[src/rtl/npsc_pkg.sv]
// Package for the neural prescreener: sizes, coefficient slot map and command codes.
// Used by every module of the block; depends on nothing.
package npsc_pkg;

    localparam int WinCols   = 12;
    localparam int WinRows   = 4;
    localparam int PixBits   = 16;
    localparam int Taps      = WinRows * WinCols;
    localparam int L0Bias    = Taps * 4;
    localparam int L1W       = L0Bias + 4;
    localparam int L1Bias    = L1W + 16;
    localparam int L2W       = L1Bias + 4;
    localparam int L2Bias    = L2W + 32;
    localparam int StoreDep  = L2Bias + 4;
    localparam int TapBits   = $clog2(Taps);
    localparam int FillBits  = $clog2(WinCols + 1);
    localparam int Lanes     = 4;

    // per-lane bank of the coefficients after layer 0: slot L0Bias + 4*entry + lane
    localparam int MiscDep    = (StoreDep - L0Bias) / 4;
    localparam int MiscBits   = $clog2(MiscDep);
    localparam int MiscL0Bias = 0;
    localparam int MiscL1W    = (L1W - L0Bias) / 4;
    localparam int MiscL1Bias = (L1Bias - L0Bias) / 4;
    localparam int MiscL2W    = (L2W - L0Bias) / 4;
    localparam int MiscL2Bias = (L2Bias - L0Bias) / 4;

    typedef logic signed [23:0] t_coef;
    typedef logic [PixBits-1:0] t_pix;
    typedef logic [7:0]         t_slot;

    localparam logic CmdLoad  = 1'b0;
    localparam logic CmdPixel = 1'b1;

    typedef enum logic [2:0] {
        t_IDLE = 3'd0, t_L0 = 3'd1, t_L0E = 3'd2, t_L1 = 3'd3,
        t_L1E = 3'd4, t_L2 = 3'd5, t_OUT = 3'd6
    } t_state;

    // per-lane control from the sequencer
    typedef struct packed {
        logic clear;
        logic mac;
    } t_lane_ctl;

endpackage

[src/rtl/npsc_lane.sv]
// One neuron lane: a multiply-accumulate over coefficient and operand pairs.
// Uses npsc_pkg.
module npsc_lane
    import npsc_pkg::*;
(
    input  logic               i_clk,
    input  t_lane_ctl          i_ctl,
    input  t_coef              i_coef,
    input  logic signed [32:0] i_opd,
    output logic signed [63:0] o_acc
);
    logic signed [63:0] r_acc;
    logic signed [56:0] prod;

    assign prod = i_coef * i_opd;

    // accumulate, or load the first product on clear
    always_ff @(posedge i_clk) begin
        if (i_ctl.clear)    r_acc <= 64'(prod);
        else if (i_ctl.mac) r_acc <= r_acc + 64'(prod);
    end
    assign o_acc = r_acc;
endmodule

[config.mk]
export PLATFORM = sky130hd
export DESIGN_NAME = npsc_lane
export DESIGN_NICKNAME = d
export VERILOG_FILES = /design/src/rtl/npsc_pkg.sv /design/src/rtl/npsc_lane.sv
export SDC_FILE = /design/constraint.sdc
export NUM_CORES = 2
export LEC_CHECK = 0
export BUFFER_PORTS_ARGS = -buffer_cell sky130_fd_sc_hd__buf_4
export CAP_MARGIN = 40
export CORE_MARGIN = 1
export CORE_UTILIZATION = 55
export CTS_CLUSTER_DIAMETER = 40
export DETAILED_ROUTE_END_ITERATION = 12
export HOLD_SLACK_MARGIN = 0.12
export PLACE_DENSITY = 0.74
export SETUP_SLACK_MARGIN = 0.1
export SKIP_CTS_REPAIR_TIMING = 1
export SLEW_MARGIN = 40
export SYNTH_ARGS = -nofsm -noshare
export SYNTH_HDL_FRONTEND = slang
export SYNTH_SLANG_ARGS = --single-unit
export TNS_END_PERCENT = 20
[constraint.sdc]
create_clock -name i_clk -period 30.4 [get_ports i_clk]
set_input_delay 3.04 -clock i_clk [delete_from_list [all_inputs] [get_ports i_clk]]
set_output_delay 3.04 -clock i_clk [all_outputs]
set_load 0.005 [all_outputs]
* Word-level counts from Yosys, hierarchy flattened *
Index checks and enable logic that the tools add are counted.

cells by class
  reductions and logical operators = 1
  multiplexer cells = 2
  multiply operators = 1
  add/sub/neg operators = 1

operators by type and width
  cell                                            number
  64-bit two-way mux                              2
  64-bit by 57-bit adder with 64-bit output       1
  24-bit by 33-bit multiplier with 57-bit output  1
  2-bit nonzero test                              1

word-level totals
  output and inout bits = 64
  register bits after elaboration = 64

* Depth between registers and ports, before layout *
  depth after elaboration = 4
  gate-level depth with buffers = 39
  mapped depth without buffers = 37

* Worst setup path before layout *
Ideal clock, no wire load.

  kind = input to register
  from = input port i_opd[32]
  to = register r_acc[63], in the netlist o_acc[63] (data pin)
  stages = 32
  required time = 30.134 ns
  data arrival time = 11.379 ns
  buffers on the path = 2
  path slack = 18.755 ns
  cell sequence = clkbuf_1 nand2_1 inv_1 fa_1 fa_1 fa_1 fa_1 fa_1 fa_1 fa_1 ha_1 clkbuf_1 a21o_1 a21o_1 a21o_1 a221o_1 a31oi_1 nand3_1 nor3_1 o21ai_1 and2_1 ha_1 a21o_1 a21oi_1 o21bai_1 a21o_1 a21oi_1 o21ai_0 mux2_2 a21oi_1 o21ai_0 xor2_1

between the ends
  cells in the longest elaborated chain, start to end = 4

RTL lines
  item                                              line             source
  start: declaration                                npsc_lane.sv:9   input logic signed [32:0] i_opd,
  24-bit by 33-bit multiplier with 57-bit output *  npsc_lane.sv:15  assign prod = i_coef * i_opd;
  64-bit by 57-bit adder with 64-bit output         npsc_lane.sv:20  else if (i_ctl.mac) r_acc <= r_acc + 64'(prod);
  64-bit two-way mux                                npsc_lane.sv:20
  64-bit two-way mux *                              npsc_lane.sv:19  if (i_ctl.clear) r_acc <= 64'(prod);
  end signal: assignment                            npsc_lane.sv:19
  end signal: assignment                            npsc_lane.sv:20
  end: declaration                                  npsc_lane.sv:12  logic signed [63:0] r_acc;

Every way passes the cells marked *; elsewhere a longest branch is shown, timed or not. The select of a mux whose other input is x is not followed.
A chain may end at the register's enable or synchronous reset.

* Worst setup path in the final report *
  from = input port i_coef[7]
  to = register r_acc[54], in the netlist o_acc[54] (data pin)

between the ends
  cells in the longest elaborated chain, start to end = 4

RTL lines
  item                                              line             source
  start: declaration                                npsc_lane.sv:8   input t_coef i_coef,
  24-bit by 33-bit multiplier with 57-bit output *  npsc_lane.sv:15
  64-bit by 57-bit adder with 64-bit output         npsc_lane.sv:20
  64-bit two-way mux                                npsc_lane.sv:20
  64-bit two-way mux *                              npsc_lane.sv:19

Marks and branches as above.

==> impl_results.md <==
- Outcome: finished clean
- Proportion of synthesized area in mux cells: 0.756%
- Synth warn: 0
- Minimum clock period after layout: 12260 ps
- Prevailing post-synth register cell: edfxtp_1
- Worst EP arrival: 12360 ps
- Asr flop ratio synth: 0%
- Tcrit/Tclk final: 40.3%
- Synth Instances: 3790
- Avg Cell Area, Syn: 9.00 µm²
- DIE HEIGHT: 251 µm
- Commonest non-fill, non-tap cell in the layout: inv_1
- Flop and latch count out of synthesis: 64
- Adder-cell share of the synthesized area: 55.3%
- Slowest CP cell: fa_1
- # nets final: 4822
- Crit start category: input pin
- Layout overhead on the synthesized area: 4.31%
- Fmax: 0.0816 GHz
- Final setup margin: 18140 ps
- Max-Cap Viols: 0
- Root buf cell: clkbuf_16
- Simple-gate share of the synthesized area: 15.8%
- WL final: 85500 µm
- CORE AREA: 60800 µm²
- Complex-gate fraction of the synthesized area: 8.27%
- Vias per cell: 5.60
- Boundary pin count: 124
- Worst slew pin tran: 708 ps
- Clock Skew: 11.8 ps
- Post-synthesis sequential area ratio: 5.64%
- Critical path endpoint category: flip-flop
- Synth Area in XOR/XNOR: 2.95%
- FP Rows: 90
- Max reg flops: 64
- Unique cell type count in the Yosys netlist: 81
- Endpoints failing setup: 0
- Later-pin clock latency in the skew report: 350 ps
- Most frequent cells in the layout: inv_1, fa_1, nand2_1, and2_1, ha_1
- Antenna viol nets, final: 0
- CTS tree: built
- Drt wl/cell: 18.9 µm
- Initial Util: 56.1%
- Total grt overflow: 0
- Share of layout cells above drive strength 1: 4.81%
- Syn Std Cell Area: 34100 µm²
- Via count: 25300
- Worst Hold Class: flip-flop to flip-flop
- Critical path required time: 30500 ps
- 1st-iter DRT viols: 1663
- RSZ-0062 raised after global routing: no
- Setup TNS: 0 ps
- Residual DRC: 0
- Crit path top cell by count: fa_1
- DP Wirelength: 70500 µm
- CP peak stage delay: 550 ps
- Worst rel slew slack: 52.5%
- Largest family of logic cells by synthesized area: adder cells
- Die area: 63000 µm²
- Fin. max-slew vios: 0
- Die W: 251 µm
- Post-synth EDFFs: 64
- Fin. Hold Viols: 0
- Crit-path max FO: 33
- Largest net degree at the start of global routing: 67
- Vias in the first global route: 27400
- GRT Util Overall: 29.0%
- Clk pin slew, worst setup/hold paths: 60 ps
- Clock sinks: 64
- Max H-tree Level: 3
- First-pass GRT wire length: 145000 µm
- Antenna violations before repair: 1
- 1st-pass router iterations: 5
- Inserted Clock Buffers: 9
- PortBufs: 123
- Placer Congestion: 0.919
- Critical path class: input pin to flip-flop
- Worst slack at placement: 17810 ps
- Syn_nets: 4874
- Max clock buf depth: 2
## worst paths after layout
| check | start | slack, ps | cells past startpoint | end |
|---|---|---|---|---|
| max reg2reg | o_acc[0]$_DFFE_PP_ | 26720 | 12 | o_acc[54]$_DFFE_PP_ |
| min | o_acc[0]$_DFFE_PP_ | 730 | 2 | o_acc[0]$_DFFE_PP_ |
| min reg2reg | o_acc[0]$_DFFE_PP_ | 730 | 2 | o_acc[0]$_DFFE_PP_ |
| max | i_coef[7] | 18140 | 35 | o_acc[54]$_DFFE_PP_ |
## cell type report
cell class / count / area (µm²)
Inverter: 825 / 3100
Timing Repair Buffer: 125 / 942
Multi-Input combinational cell: 2713 / 28400
Clock buffer: 11 / 233
Sequential cell: 64 / 1920
Clock inverter: 4 / 46.3
Antenna cell: 1 / 2.50
Tap cell: 782 / 978
Fill cell: 5322 / 25200
## kinds of logic after synthesis
kind of cell,after synthesis
AND/OR/NAND/NOR,1124
adder cells (fa/ha/maj),1024
buffers and inverters,1013
AO/OA/AOI/OAI,427
XOR/XNOR,115
flip-flops,64
multiplexers,23
## layer usage
layer	global-route usage, %	routed length, µm	share of wire, %	vias up
li1	-	-	-	11300
met3	2.95	5520	6.5	113
met2	48.9	41800	49	850
met5	0	0	0	-
met1	41.1	36700	43	13000
met4	5.16	1400	1.6	0
## stage by stage
step | utilization [%] | area, µm² | hold slack, ps | instances
floorplan | - | 34100 | 700 | 3790
global placement | 58.0 | 35300 | 708 | 4509
detailed placement | 58.0 | 35300 | 723 | 4509
CTS | 58.5 | 35600 | 740 | 4524
global route | 58.5 | 35600 | 767 | 4525
finish | 58.5 | 35600 | 734 | 4525
## critical path: cells and delay by family
family | cells | cell delay, ps
adder cells (fa/ha/maj) | 9 | 4200
AO/OA/AOI/OAI | 12 | 2870
AND/OR/NAND/NOR | 4 | 840
buffers and inverters | 7 | 680
XOR/XNOR | 2 | 400
multiplexers | 1 | 260
## cell usage after synthesis, drive strengths merged, types with 4 or more instances
| library cell | n | share of area, % |
|---|---|---|
| a211o | 5 | 0.13 |
| o211ai | 12 | 0.26 |
| nor2b | 10 | 0.18 |
| a221oi | 6 | 0.15 |
| inv | 825 | 9.1 |
| and2 | 339 | 6.2 |
| or3 | 4 | 0.073 |
| xnor2 | 70 | 1.8 |
| a21oi | 127 | 1.9 |
| a41oi | 4 | 0.12 |
| o21ai | 84 | 1.3 |
| fa | 806 | 47 |
| a211oi | 8 | 0.18 |
| nand4 | 25 | 0.46 |
| a21boi | 8 | 0.20 |
| buf | 16 | 0.26 |
| a31oi | 24 | 0.46 |
| clkbuf | 172 | 1.9 |
| mux2 | 22 | 0.73 |
| nand2 | 539 | 5.9 |
| o31ai | 9 | 0.23 |
| edfxtp | 64 | 5.6 |
| and4 | 6 | 0.15 |
| and3 | 21 | 0.39 |
| nand3 | 24 | 0.35 |
| xor2 | 45 | 1.2 |
| nor3 | 13 | 0.19 |
| o21bai | 20 | 0.44 |
| nand2b | 18 | 0.33 |
| a31o | 4 | 0.10 |
| a21o | 70 | 1.5 |
| a2111oi | 4 | 0.18 |
| o21a | 14 | 0.31 |
| ha | 218 | 8.0 |
| nor2 | 110 | 1.2 |
Power is left out: the tool's default activity adds up to more than one toggle a clock period on the data nets, which glitch-free logic cannot reach.
