[src/rtl/npsc_pkg.sv]
// Package for the neural prescreener: sizes, coefficient slot map and command codes.
// Used by every module of the block; depends on nothing.
package npsc_pkg;

    localparam int WinCols   = 12;
    localparam int WinRows   = 4;
    localparam int PixBits   = 16;
    localparam int Taps      = WinRows * WinCols;
    localparam int L0Bias    = Taps * 4;
    localparam int L1W       = L0Bias + 4;
    localparam int L1Bias    = L1W + 16;
    localparam int L2W       = L1Bias + 4;
    localparam int L2Bias    = L2W + 32;
    localparam int StoreDep  = L2Bias + 4;
    localparam int TapBits   = $clog2(Taps);
    localparam int FillBits  = $clog2(WinCols + 1);
    localparam int Lanes     = 4;

    // per-lane bank of the coefficients after layer 0: slot L0Bias + 4*entry + lane
    localparam int MiscDep    = (StoreDep - L0Bias) / 4;
    localparam int MiscBits   = $clog2(MiscDep);
    localparam int MiscL0Bias = 0;
    localparam int MiscL1W    = (L1W - L0Bias) / 4;
    localparam int MiscL1Bias = (L1Bias - L0Bias) / 4;
    localparam int MiscL2W    = (L2W - L0Bias) / 4;
    localparam int MiscL2Bias = (L2Bias - L0Bias) / 4;

    typedef logic signed [23:0] t_coef;
    typedef logic [PixBits-1:0] t_pix;
    typedef logic [7:0]         t_slot;

    localparam logic CmdLoad  = 1'b0;
    localparam logic CmdPixel = 1'b1;

    typedef enum logic [2:0] {
        t_IDLE = 3'd0, t_L0 = 3'd1, t_L0E = 3'd2, t_L1 = 3'd3,
        t_L1E = 3'd4, t_L2 = 3'd5, t_OUT = 3'd6
    } t_state;

    // per-lane control from the sequencer
    typedef struct packed {
        logic clear;
        logic mac;
    } t_lane_ctl;

endpackage

[src/rtl/npsc_elliott.sv]
// Iterative Elliott unit: q = s*65536/(65536+|s|), one quotient bit per cycle.
// Uses npsc_pkg.
module npsc_elliott
    import npsc_pkg::*;
(
    input  logic               i_clk,
    input  logic               i_rst_n,
    input  logic               i_start,
    input  logic signed [31:0] i_s,
    output logic               o_done,
    output logic signed [31:0] o_q
);
    logic [48:0] r_rem;
    logic [32:0] r_den;
    logic [14:0] r_quo;
    logic [4:0]  r_cnt;
    logic        r_neg;
    logic        r_busy;
    logic [31:0] mag;
    logic [49:0] trial;

    assign mag   = i_s[31] ? 32'(-i_s) : i_s;
    assign trial = {r_rem, 1'b0} - {17'd0, r_den};

    // restoring division, sixteen quotient bits; remainder always below the divisor
    always_ff @(posedge i_clk) begin
        if (!i_rst_n) begin
            r_busy <= 1'b0;
            r_cnt  <= '0;
        end else if (i_start) begin
            r_busy <= 1'b1;
            r_cnt  <= 5'd16;
            r_neg  <= i_s[31];
            r_den  <= 33'd65536 + {1'b0, mag};
            r_rem  <= {17'd0, mag};
            r_quo  <= '0;
        end else if (r_busy) begin
            if (!trial[49]) begin
                r_rem <= trial[48:0];
                r_quo <= {r_quo[13:0], 1'b1};
            end else begin
                r_rem <= {r_rem[47:0], 1'b0};
                r_quo <= {r_quo[13:0], 1'b0};
            end
            r_cnt <= r_cnt - 5'd1;
            if (r_cnt == 5'd1) r_busy <= 1'b0;
        end
    end
    assign o_done = r_busy && (r_cnt == 5'd1);
    // quotient below 65536 always; sign restored at the end
    always_comb begin
        logic [15:0] qf;
        qf = !trial[49] ? {r_quo, 1'b1} : {r_quo, 1'b0};
        o_q = r_neg ? -$signed({16'd0, qf}) : $signed({16'd0, qf});
    end
endmodule

[config.mk]
export PLATFORM = sky130hd
export DESIGN_NAME = npsc_elliott
export DESIGN_NICKNAME = d
export VERILOG_FILES = /design/src/rtl/npsc_pkg.sv /design/src/rtl/npsc_elliott.sv
export SDC_FILE = /design/constraint.sdc
export NUM_CORES = 1
export LEC_CHECK = 0
export BUFFER_PORTS_ARGS = -buffer_cell sky130_fd_sc_hd__clkbuf_2
export CAP_MARGIN = 30
export CELL_PAD_IN_SITES_DETAIL_PLACEMENT = 0
export CELL_PAD_IN_SITES_GLOBAL_PLACEMENT = 1
export CORE_MARGIN = 5
export CORE_UTILIZATION = 38
export DETAILED_ROUTE_END_ITERATION = 8
export HOLD_SLACK_MARGIN = 0.06
export PLACE_DENSITY_LB_ADDON = 0.1
export SETUP_SLACK_MARGIN = 0.3
export SLEW_MARGIN = 20
export SYNTH_ARGS = -nofsm -noshare
export SYNTH_HDL_FRONTEND = slang
export SYNTH_SLANG_ARGS = --single-unit
[constraint.sdc]
create_clock -name i_clk -period 4.13 [get_ports i_clk]
set_input_delay 0.2065 -clock i_clk [delete_from_list [all_inputs] [get_ports i_clk]]
set_output_delay 0.2065 -clock i_clk [all_outputs]
set_load 0.02 [all_outputs]
## Yosys cells after proc, flatten, opt, wreduce, memory -nomap -nowiden

Index checks and enable logic that the tools add are counted.

| operators by class | value |
|---|---|
| multiplexer cells | 13 |
| multiply operators | 0 |
| bitwise logic cells | 1 |
| add/subtract/negate cells | 5 |
| div/mod/pow operators | 0 |
| eq/ne operators | 1 |
| shifts and indexed selects | 0 |
| reductions and logical operators | 5 |
| $lt $le $gt $ge | 0 |

Operator list:

| kind | count |
|---|---|
| $mux 49 | 2 |
| $mux 32 | 3 |
| $sub 50x33->50 | 1 |
| $add 17x32->33 const A | 1 |
| $neg 16->32 | 1 |
| $neg 32->32 | 1 |
| $mux 15 | 1 |
| $mux 5 | 2 |
| $eq 5x1->1 const B | 1 |
| $mux 1 | 5 |
| $sub 5x1->5 const B | 1 |
| $reduce_and 2->1 | 2 |
| $reduce_bool 2->1 | 1 |
| $reduce_or 2->1 | 1 |
| $logic_and 1x1->1 | 1 |
| $not 1->1 | 1 |

| storage, ports and cells | value |
|---|---|
| RAM bits | 0 |
| ROM bits | 0 |
| flip-flop bits (word level) | 104 |
| logic and storage cells | 33 |
| latch bits | 0 |
| memories | 0 |

## Longest topological paths before layout

Gate-level depths: netlist (run 1).

| depth | value |
|---|---|
| word-level depth | 4 |
| mapped depth | 15 |
| mapped depth without buffers | 14 |

## Worst setup path before layout (run 1)

Ideal clock, no wire load.

| path | value |
|---|---|
| path type | reg2out |
| start point | register r_rem[25] |
| end point | output port o_q[14] |
| data required time | 3.923 ns |
| cell stages (with the launch flop) | 15 |
| slack | 0.296 ns |
| arrival | 3.627 ns |
| path buffers | 3 |
| cell sequence | edfxtp_1 ha_1 buf_2 nand3_1 or3_1 or4b_1 nor4_2 nor2_1 o211ai_4 buf_6 buf_2 ha_1 nand3_1 o21ai_0 xnor2_1 |

| on the way | value |
|---|---|
| cells in the longest elaborated chain, start to end | 4 |

RTL lines:

| item | RTL line | text |
|---|---|---|
| from (decl) | npsc_elliott.sv:13 | `logic [48:0] r_rem;` |
| from (signal assigned) | npsc_elliott.sv:35 | `r_rem <= {17'd0, mag};` |
| from (signal assigned) | npsc_elliott.sv:39 | `r_rem <= trial[48:0];` |
| from (signal assigned) | npsc_elliott.sv:42 | `r_rem <= {r_rem[47:0], 1'b0};` |
| $sub 50x33->50 | npsc_elliott.sv:23 | `assign trial = {r_rem, 1'b0} - {17'd0, r_den};` |
| $mux 1 | npsc_elliott.sv:53 | `qf = !trial[49] ? {r_quo, 1'b1} : {r_quo, 1'b0};` |
| $neg 16->32 | npsc_elliott.sv:54 | `o_q = r_neg ? -$signed({16'd0, qf}) : $signed({16'd0, qf});` |
| $mux 32 | npsc_elliott.sv:54 |  |
| to (decl) | npsc_elliott.sv:11 | `output logic signed [31:0] o_q` |

No other way between the ends.

## Final worst setup path (run 1)

| path | value |
|---|---|
| start point | register r_rem[22] |
| end point | output port o_q[15] |

The elaborated chain is that of the path after synthesis.

==> parameters.txt, run 1 <==
Parameter                              Value

Setup path
  Highest fanout seen on the critical path    4
  Cell family contributing the most delay on the critical path    simple AND/OR/NAND/NOR gates
  Critical-path cell with the highest stage delay    sky130_fd_sc_hd__or4b_4
  Category of the critical setup timing path    reg2out
  Endpoint class of the critical path    primary output
  Series of cell instances along the critical path    ha_4 > nand2_4 > or3_4 > or4b_4 > o22ai_2 > nor2_2 > o211ai_4 > and3_4 > nand2_2 > nor3_2 > ha_1 > nand2_1 > o21ai_1 > buf_4
  CP startpoint kind    flop
  Worst path arrival time    3.62 ns
  Total buffers and inverters traversed by the critical path    1
  Worst Path Required    3.92 ns
  Highest cell delay on the worst timing path    0.53 ns

Global route
  Global route total overflow    0
  Vias in the first global route    6658
  Overall routing resource usage    0.1723
  Pin count of the biggest net entering global routing    57
  Global-route wire length before repair    33830 um
  Number of antenna violations at the first check in global routing    0

Floorplan
  IO Count    68
  Width of the chip    155.1 um
  Initial core utilization    0.3832
  Floorplan die area    24070 um^2
  Std-Cell Rows    53
  Floorplan core area    20890 um^2
  Floorplan die height    155.1 um

STA
  Setup violators final    0
  Worst Slack Setup Final    0.3048 ns
  Count of pins over their slew limit    0
  Final TNS setup    0 ns
  Clock Skew    0.008116 ns
  Unrepaired setup endpoints after global routing    yes
  Final critical-path required period    3.825 ns
  Max Clock Freq    261.4 MHz
  Post-route fraction of the period consumed by the critical path    0.9262
  Headroom to the max-slew limit    0.3267
  Tightest Pin Transition    1.010 ns
  Final Hold Violating Endpoints    0

Detailed routing
  Count of routing violations after the opening detailed-route iteration    367
  DR vias    6667
  Average wire per standard cell    17.02 um
  Via density    5.425
  Sum of routed wire length over all layers    20920 um
  ANT nets after route    0
  DRC errors left    0
  Detailed-routing iteration count for the pre-antenna-repair pass    5

Final layout
  Layout-stage area growth over the synthesis result    15.94%
  Diode count    0
  Final non-filler cell area    9281 um^2
  Non-filler instance count after layout    1229
  Filler cell count    2081
  Fraction of final layout cells with drive strength greater than 1    0.1792
  Number of nets in the layout    1023

Yosys
  Post-synthesis instance area    8005 um^2
  Syn nets    955
  Synthesized area per cell    9.086 um^2
  Dominant register cell in the synthesized netlist    sky130_fd_sc_hd__edfxtp_1
  Flip-flop and latch count after synthesis    104
  Total number of yosys warnings    0
  Count of flip-flops with a built-in enable after synthesis    98
  Async SR Flop Fraction    0
  Synth unique cells    76
  Post-synthesis instance total    881
  Seq/Total Area, Yosys    0.3826

Power
  Leakage power figure    3.496 nW
  Peak supply drop    0.1791 mV
  Power density over the cells    347.0 nW/um^2
  Total power consumption of the routed design    3.220 mW

Clocking
  Number of CTS-inserted buffers    9
  Clock slew seen by the registers of the worst setup and hold paths    0.07 ns
  Clock buffer depth    2
  Clock tree from TritonCTS    yes
  Number of H-tree levels    3
  Clock Sinks    104
  Root Driver    sky130_fd_sc_hd__clkbuf_16
  Clock Latency Late Sink    0.36 ns
  Count of hold buffers inserted by post-cts repair    0

Place
  Routability Congestion    0.8812
  Placed cell areas    8636 um^2
  Setup slack after placement    0.2270 ns
  # port buffers    67
  Number of placed instances with taps included    1197
  Total half-perimeter wirelength after legalization and detailed placement    15600 um

Run status
  Result of the run    completed

Min path
  Hold Path Class    in2reg

Run
  Total of max-cap violations    0
==> layout by cell type, fill, tap and decap left out, types with 8 or more instances in the layout <==
cell type / n
sky130_fd_sc_hd__edfxtp_1: 98
sky130_fd_sc_hd__ha_1: 29
sky130_fd_sc_hd__clkbuf_16: 10
sky130_fd_sc_hd__buf_2: 8
sky130_fd_sc_hd__clkbuf_2: 56
sky130_fd_sc_hd__o21ai_1: 18
sky130_fd_sc_hd__o31ai_1: 19
sky130_fd_sc_hd__nor3_1: 14
sky130_fd_sc_hd__nor2b_1: 25
sky130_fd_sc_hd__o211ai_1: 8
sky130_fd_sc_hd__a21oi_1: 66
sky130_fd_sc_hd__xnor2_1: 62
sky130_fd_sc_hd__nor4_1: 10
sky130_fd_sc_hd__o21a_1: 20
sky130_fd_sc_hd__or3_1: 18
sky130_fd_sc_hd__nand2_1: 77
sky130_fd_sc_hd__a21o_1: 15
sky130_fd_sc_hd__nor2_1: 68
sky130_fd_sc_hd__inv_1: 48
sky130_fd_sc_hd__o21ai_0: 38
sky130_fd_sc_hd__nand3_1: 9
sky130_fd_sc_hd__xor2_1: 25
sky130_fd_sc_hd__buf_4: 34
sky130_fd_sc_hd__o41ai_1: 9
sky130_fd_sc_hd__a21boi_0: 13
==> synthesized netlist by cell type, types with 6 or more instances <==
| cell type | count | area share |
|---|---|---|
| sky130_fd_sc_hd__dfxtp_1 | 6 | 0.015 |
| sky130_fd_sc_hd__edfxtp_1 | 98 | 0.37 |
| sky130_fd_sc_hd__o41ai_1 | 10 | 0.011 |
| sky130_fd_sc_hd__nand3_1 | 11 | 0.0069 |
| sky130_fd_sc_hd__or4_1 | 6 | 0.0056 |
| sky130_fd_sc_hd__a31oi_1 | 6 | 0.0047 |
| sky130_fd_sc_hd__nor2_1 | 69 | 0.032 |
| sky130_fd_sc_hd__a21oi_1 | 70 | 0.044 |
| sky130_fd_sc_hd__buf_1 | 7 | 0.0033 |
| sky130_fd_sc_hd__clkbuf_1 | 25 | 0.012 |
| sky130_fd_sc_hd__o211ai_1 | 8 | 0.0075 |
| sky130_fd_sc_hd__nor2b_1 | 25 | 0.020 |
| sky130_fd_sc_hd__ha_1 | 38 | 0.059 |
| sky130_fd_sc_hd__inv_1 | 49 | 0.023 |
| sky130_fd_sc_hd__a21boi_0 | 13 | 0.012 |
| sky130_fd_sc_hd__buf_2 | 10 | 0.0063 |
| sky130_fd_sc_hd__nand2b_1 | 6 | 0.0047 |
| sky130_fd_sc_hd__a21o_1 | 15 | 0.014 |
| sky130_fd_sc_hd__o31ai_1 | 19 | 0.018 |
| sky130_fd_sc_hd__xor2_1 | 25 | 0.027 |
| sky130_fd_sc_hd__o21ai_1 | 18 | 0.011 |
| sky130_fd_sc_hd__xnor2_1 | 63 | 0.069 |
| sky130_fd_sc_hd__nand2_1 | 79 | 0.037 |
| sky130_fd_sc_hd__or3_1 | 19 | 0.015 |
| sky130_fd_sc_hd__o21a_1 | 21 | 0.020 |
| sky130_fd_sc_hd__nor3_1 | 16 | 0.010 |
| sky130_fd_sc_hd__o21ai_0 | 40 | 0.025 |
| sky130_fd_sc_hd__nor4_1 | 11 | 0.0086 |
==> power breakdown <==
part | switching [mW] | total (mW) | internal [mW]
Sequential | 0.0613 | 1.33 | 1.27
Combinational | 0.646 | 1.09 | 0.448
Clock | 0.393 | 0.798 | 0.405
==> through the flow <==
step / util / hold WS (ns)
floorplan: - / 0.3054
global placement: 0.4134 / 0.4850
detailed placement: 0.4134 / 0.4921
CTS: 0.4374 / 0.1119
global route: 0.4443 / 0.1328
finish: 0.4443 / 0.1218
==> worst paths after layout <==
kind,from,cells after the start,end,slack (ns)
setup / recovery,r_rem[22],14,o_q[15],0.30
hold / removal,i_rst_n,2,r_cnt[4],0.12
setup reg to reg,r_rem[22],12,r_rem[42],0.43
hold reg to reg,r_cnt[1],2,r_cnt[1],0.50
==> metal layers <==
layer	part of all wire	routed length, um	up-vias	track usage
met2	0.47	9736	116	0.2843
met5	0	0	-	0
met1	0.47	9860	3177	0.2276
met4	0.020	419	0	0.05214
li1	-	-	3343	-
met3	0.043	905	31	0.03672
==> cells by family (layout without fill, tap and decap cells) <==
kind of cell               count (synthesis)  after routing  share of synthesized area
DFF                                      104            104                     0.3826
AOI/OAI and AO/OA                        258            258                     0.2130
buffers and inverters                     96            169                    0.04924
other                                      1              1                  0.0004684
adders and majority gates                 39             39                    0.06189
xor gates and xnor gates                  88             88                    0.09628
muxes                                     13             13                    0.01750
and+or+nand+nor                          282            282                     0.1790
==> registers in the layout, summed over array words and instances (netlist names) <==
| name | cells |
|---|---|
| r_den | 33 |
| r_busy | 1 |
| r_quo | 15 |
| r_neg | 1 |
| r_cnt | 5 |
| r_rem | 49 |
==> final cells by class <==
cell class	count	area, um^2	area share
Clock buffer	10	229.0	0.02467
Clock inverter	6	36.28	0.003909
Inverter	51	196.4	0.02116
Multi-Input combinational cell	681	4770	0.5139
Sequential cell	104	3063	0.3300
Tap cell	275	344.1	0.03707
Timing Repair Buffer	102	643.1	0.06929
==> timing repair <==
item / CTS / global route
endpoints found under the setup margin: 31 / 37
setup buffers: 10 / 5
cloned: 0 / 1
gates resized for setup: 28 / 27
pin swaps: 17 / 7
(Power assumes the default switching activity.)
==> inputs of run 2 (changes only) <==
==> constraint.sdc (replaced) <==
create_clock -name i_clk -period 3.45 [get_ports i_clk]
set_input_delay 0.1725 -clock i_clk [delete_from_list [all_inputs] [get_ports i_clk]]
set_output_delay 0.1725 -clock i_clk [all_outputs]
set_load 0.02 [all_outputs]
==> run 2 against run 1 <==
The flow now finishes with violations (negative setup slack). Worst setup slack worse by 0.62 ns. Sequential share of layout area is 4.3 points lower. Sequential power is 20% higher. Routed wire length is 8.1% higher. Die area stayed put. Critical path depth stayed put. First-iteration DRC count is 7.1% lower. Register-to-register slack worse by 0.69 ns. Hold slack worse by 0.036 ns.
==> parameters.txt, run 2 (same netlist as run 1, synthesis figures left out) <==
Parameter                              Value

Setup path
  Highest cell delay on the worst timing path    0.53 ns
  Highest fanout seen on the critical path    3
  Worst flop-to-flop path startpoint    r_rem[24]
  Worst path arrival time    3.59 ns
  Worst reg2reg path endpoint    r_rem[47]
  Endpoint class of the critical path    primary output
  Series of cell instances along the critical path    ha_4 > nand3_4 > or3_4 > or4b_4 > nor4_4 > nor2_2 > o211ai_4 > and3_4 > nand2_4 > nor3_2 > ha_1 > nand2_1 > o21ai_1 > buf_4
  CP startpoint kind    flop
  R2r setup slk    -0.26 ns
  Cell count of the worst reg-to-reg path    15
  Crit path from    r_rem[24]
  Critical-path cell with the highest stage delay    sky130_fd_sc_hd__or4b_4
  Category of the critical setup timing path    reg2out
  Worst Path Required    3.28 ns

Floorplan
  Width of the chip    155.1 um
  IO Count    68
  Floorplan die height    155.1 um
  Initial core utilization    0.3832
  Std-Cell Rows    53
  Floorplan die area    24070 um^2
  Floorplan core area    20890 um^2

Final layout
  Max reg flops    49
  Non-filler instance count after layout    1315
  Commonest non-fill, non-tap cells in the layout    sky130_fd_sc_hd__buf_4, sky130_fd_sc_hd__edfxtp_1, sky130_fd_sc_hd__nand2_1
  Fraction of final layout cells with drive strength greater than 1    0.3144
  Register containing the most flip-flops in the final layout    r_rem
  Diode count    0
  Largest registers ranked by flip-flop count    r_rem: 49 flops, r_den: 33 flops, r_quo: 15 flops
  Number of nets in the layout    1109
  Leading cell type in the layout, fill and taps excluded    sky130_fd_sc_hd__buf_4
  Layout-stage area growth over the synthesis result    33.46%
  Core Util, Final    0.5115

Place
  Number of placed instances with taps included    1277
  Routability Congestion    0.8861
  Setup slack after placement    -0.1463 ns
  # port buffers    67
  Total half-perimeter wirelength after legalization and detailed placement    16690 um

Global route
  Vias in the first global route    7106
  Global route total overflow    0
  Number of antenna violations at the first check in global routing    0
  Overall routing resource usage    0.1845
  Global-route wire length before repair    36220 um
  Pin count of the biggest net entering global routing    51

Detailed routing
  Via density    5.360
  Sum of routed wire length over all layers    22620 um
  Count of routing violations after the opening detailed-route iteration    341
  Detailed-routing iteration count for the pre-antenna-repair pass    5
  DRC errors left    0
  Average wire per standard cell    17.20 um
  ANT nets after route    0
  DR vias    7049

STA
  Max Clock Freq    265.5 MHz
  Headroom to the max-slew limit    0.4382
  Unrepaired setup endpoints after global routing    yes
  Tightest Pin Transition    0.8375 ns
  Worst Slack Setup Final    -0.3160 ns
  Final Hold Violating Endpoints    0
  Clock Skew    0.01608 ns
  Post-route fraction of the period consumed by the critical path    1.092
  Final critical-path required period    3.766 ns
  Count of pins over their slew limit    0
  Setup violators final    55

Min path
  Worst Hold Launch    i_rst_n
  Hold Path Class    in2reg
  Cell depth of the worst hold path    2
  Capture endpoint of the worst hold path    r_cnt[4]

Clocking
  Number of CTS-inserted buffers    9
  Clock Sinks    104
  Clock buffer depth    2
  Clock tree from TritonCTS    yes
  Clock slew seen by the registers of the worst setup and hold paths    0.07 ns
  Number of H-tree levels    3
  Clock Latency Late Sink    0.36 ns
  Root Driver    sky130_fd_sc_hd__clkbuf_16
  Count of hold buffers inserted by post-cts repair    0

Power
  Leakage power figure    4.164 nW
  Peak supply drop    0.2023 mV
  Power density over the cells    398.9 nW/um^2

Run status
  Result of the run    complete, but fails checks
  Violated checks    negative setup slack

Run
  Total of max-cap violations    0
==> run 2: power by group <==
group | total [mW] | internal, mW | switching (mW)
Clock | 1.03 | 0.556 | 0.472
Sequential | 1.59 | 1.52 | 0.0722
Combinational | 1.65 | 0.749 | 0.897
==> run 2: area by class of cell <==
cell class	count	area (um^2)
Fill cell	1978	10200
Sequential cell	104	3063
Tap cell	275	344.1
Multi-Input combinational cell	681	5250
Clock buffer	9	225.2
Timing Repair Buffer	188	1523
Clock inverter	7	62.56
Inverter	51	216.5
==> run 2: worst max-delay path by stage <==
stage | end | slack (ns) | depth (start not counted)
finish | o_q[15] | -0.32 | 14
global route | o_q[15] | -0.46 | 14
CTS | o_q[15] | -0.38 | 14
detailed placement | o_q[15] | -0.15 | 14
global placement | o_q[15] | -0.13 | 14
floorplan | o_q[10] | -0.12 | 14
==> run 2: worst max-delay path, delay by kind of cell, from the launching register on <==
kind | cells | cell delay [ns]
buf+inv | 1 | 0.18
fa+ha+maj | 2 | 0.55
simple gates | 9 | 1.79
flops | 1 | 0.43
compound gates | 2 | 0.28
==> run 2: layer usage <==
metal | wire length (um) | vias to the layer above | global-route usage
met3 | 827 | 24 | 0.02531
met1 | 10670 | 3371 | 0.2476
met4 | 347 | 0 | 0.05046
met2 | 10770 | 133 | 0.3131
met5 | 0 | - | 0
li1 | - | 3521 | -
==> run 2: through the flow <==
stage	instance area (um^2)	power [mW]	setup TNS, ns	hold WS, ns
CTS	10110	4.143	-10.77	0.07710
finish	10680	4.262	-9.290	0.08590
global placement	9449	3.029	-0.7883	0.4346
floorplan	8232	2.526	-0.6637	0.2714
global route	10680	4.510	-16.20	0.09227
detailed placement	9449	3.041	-1.804	0.4486
==> run 2: timing repair <==
| item | CTS | global route |
|---|---|---|
| buffers inserted | 11 | 8 |
| cloned | 1 | 2 |
| resized for setup | 55 | 126 |
| endpoints found under the setup margin | 82 | 82 |
| pin swaps | 12 | 27 |
| hold endpoints to repair | 0 | 0 |
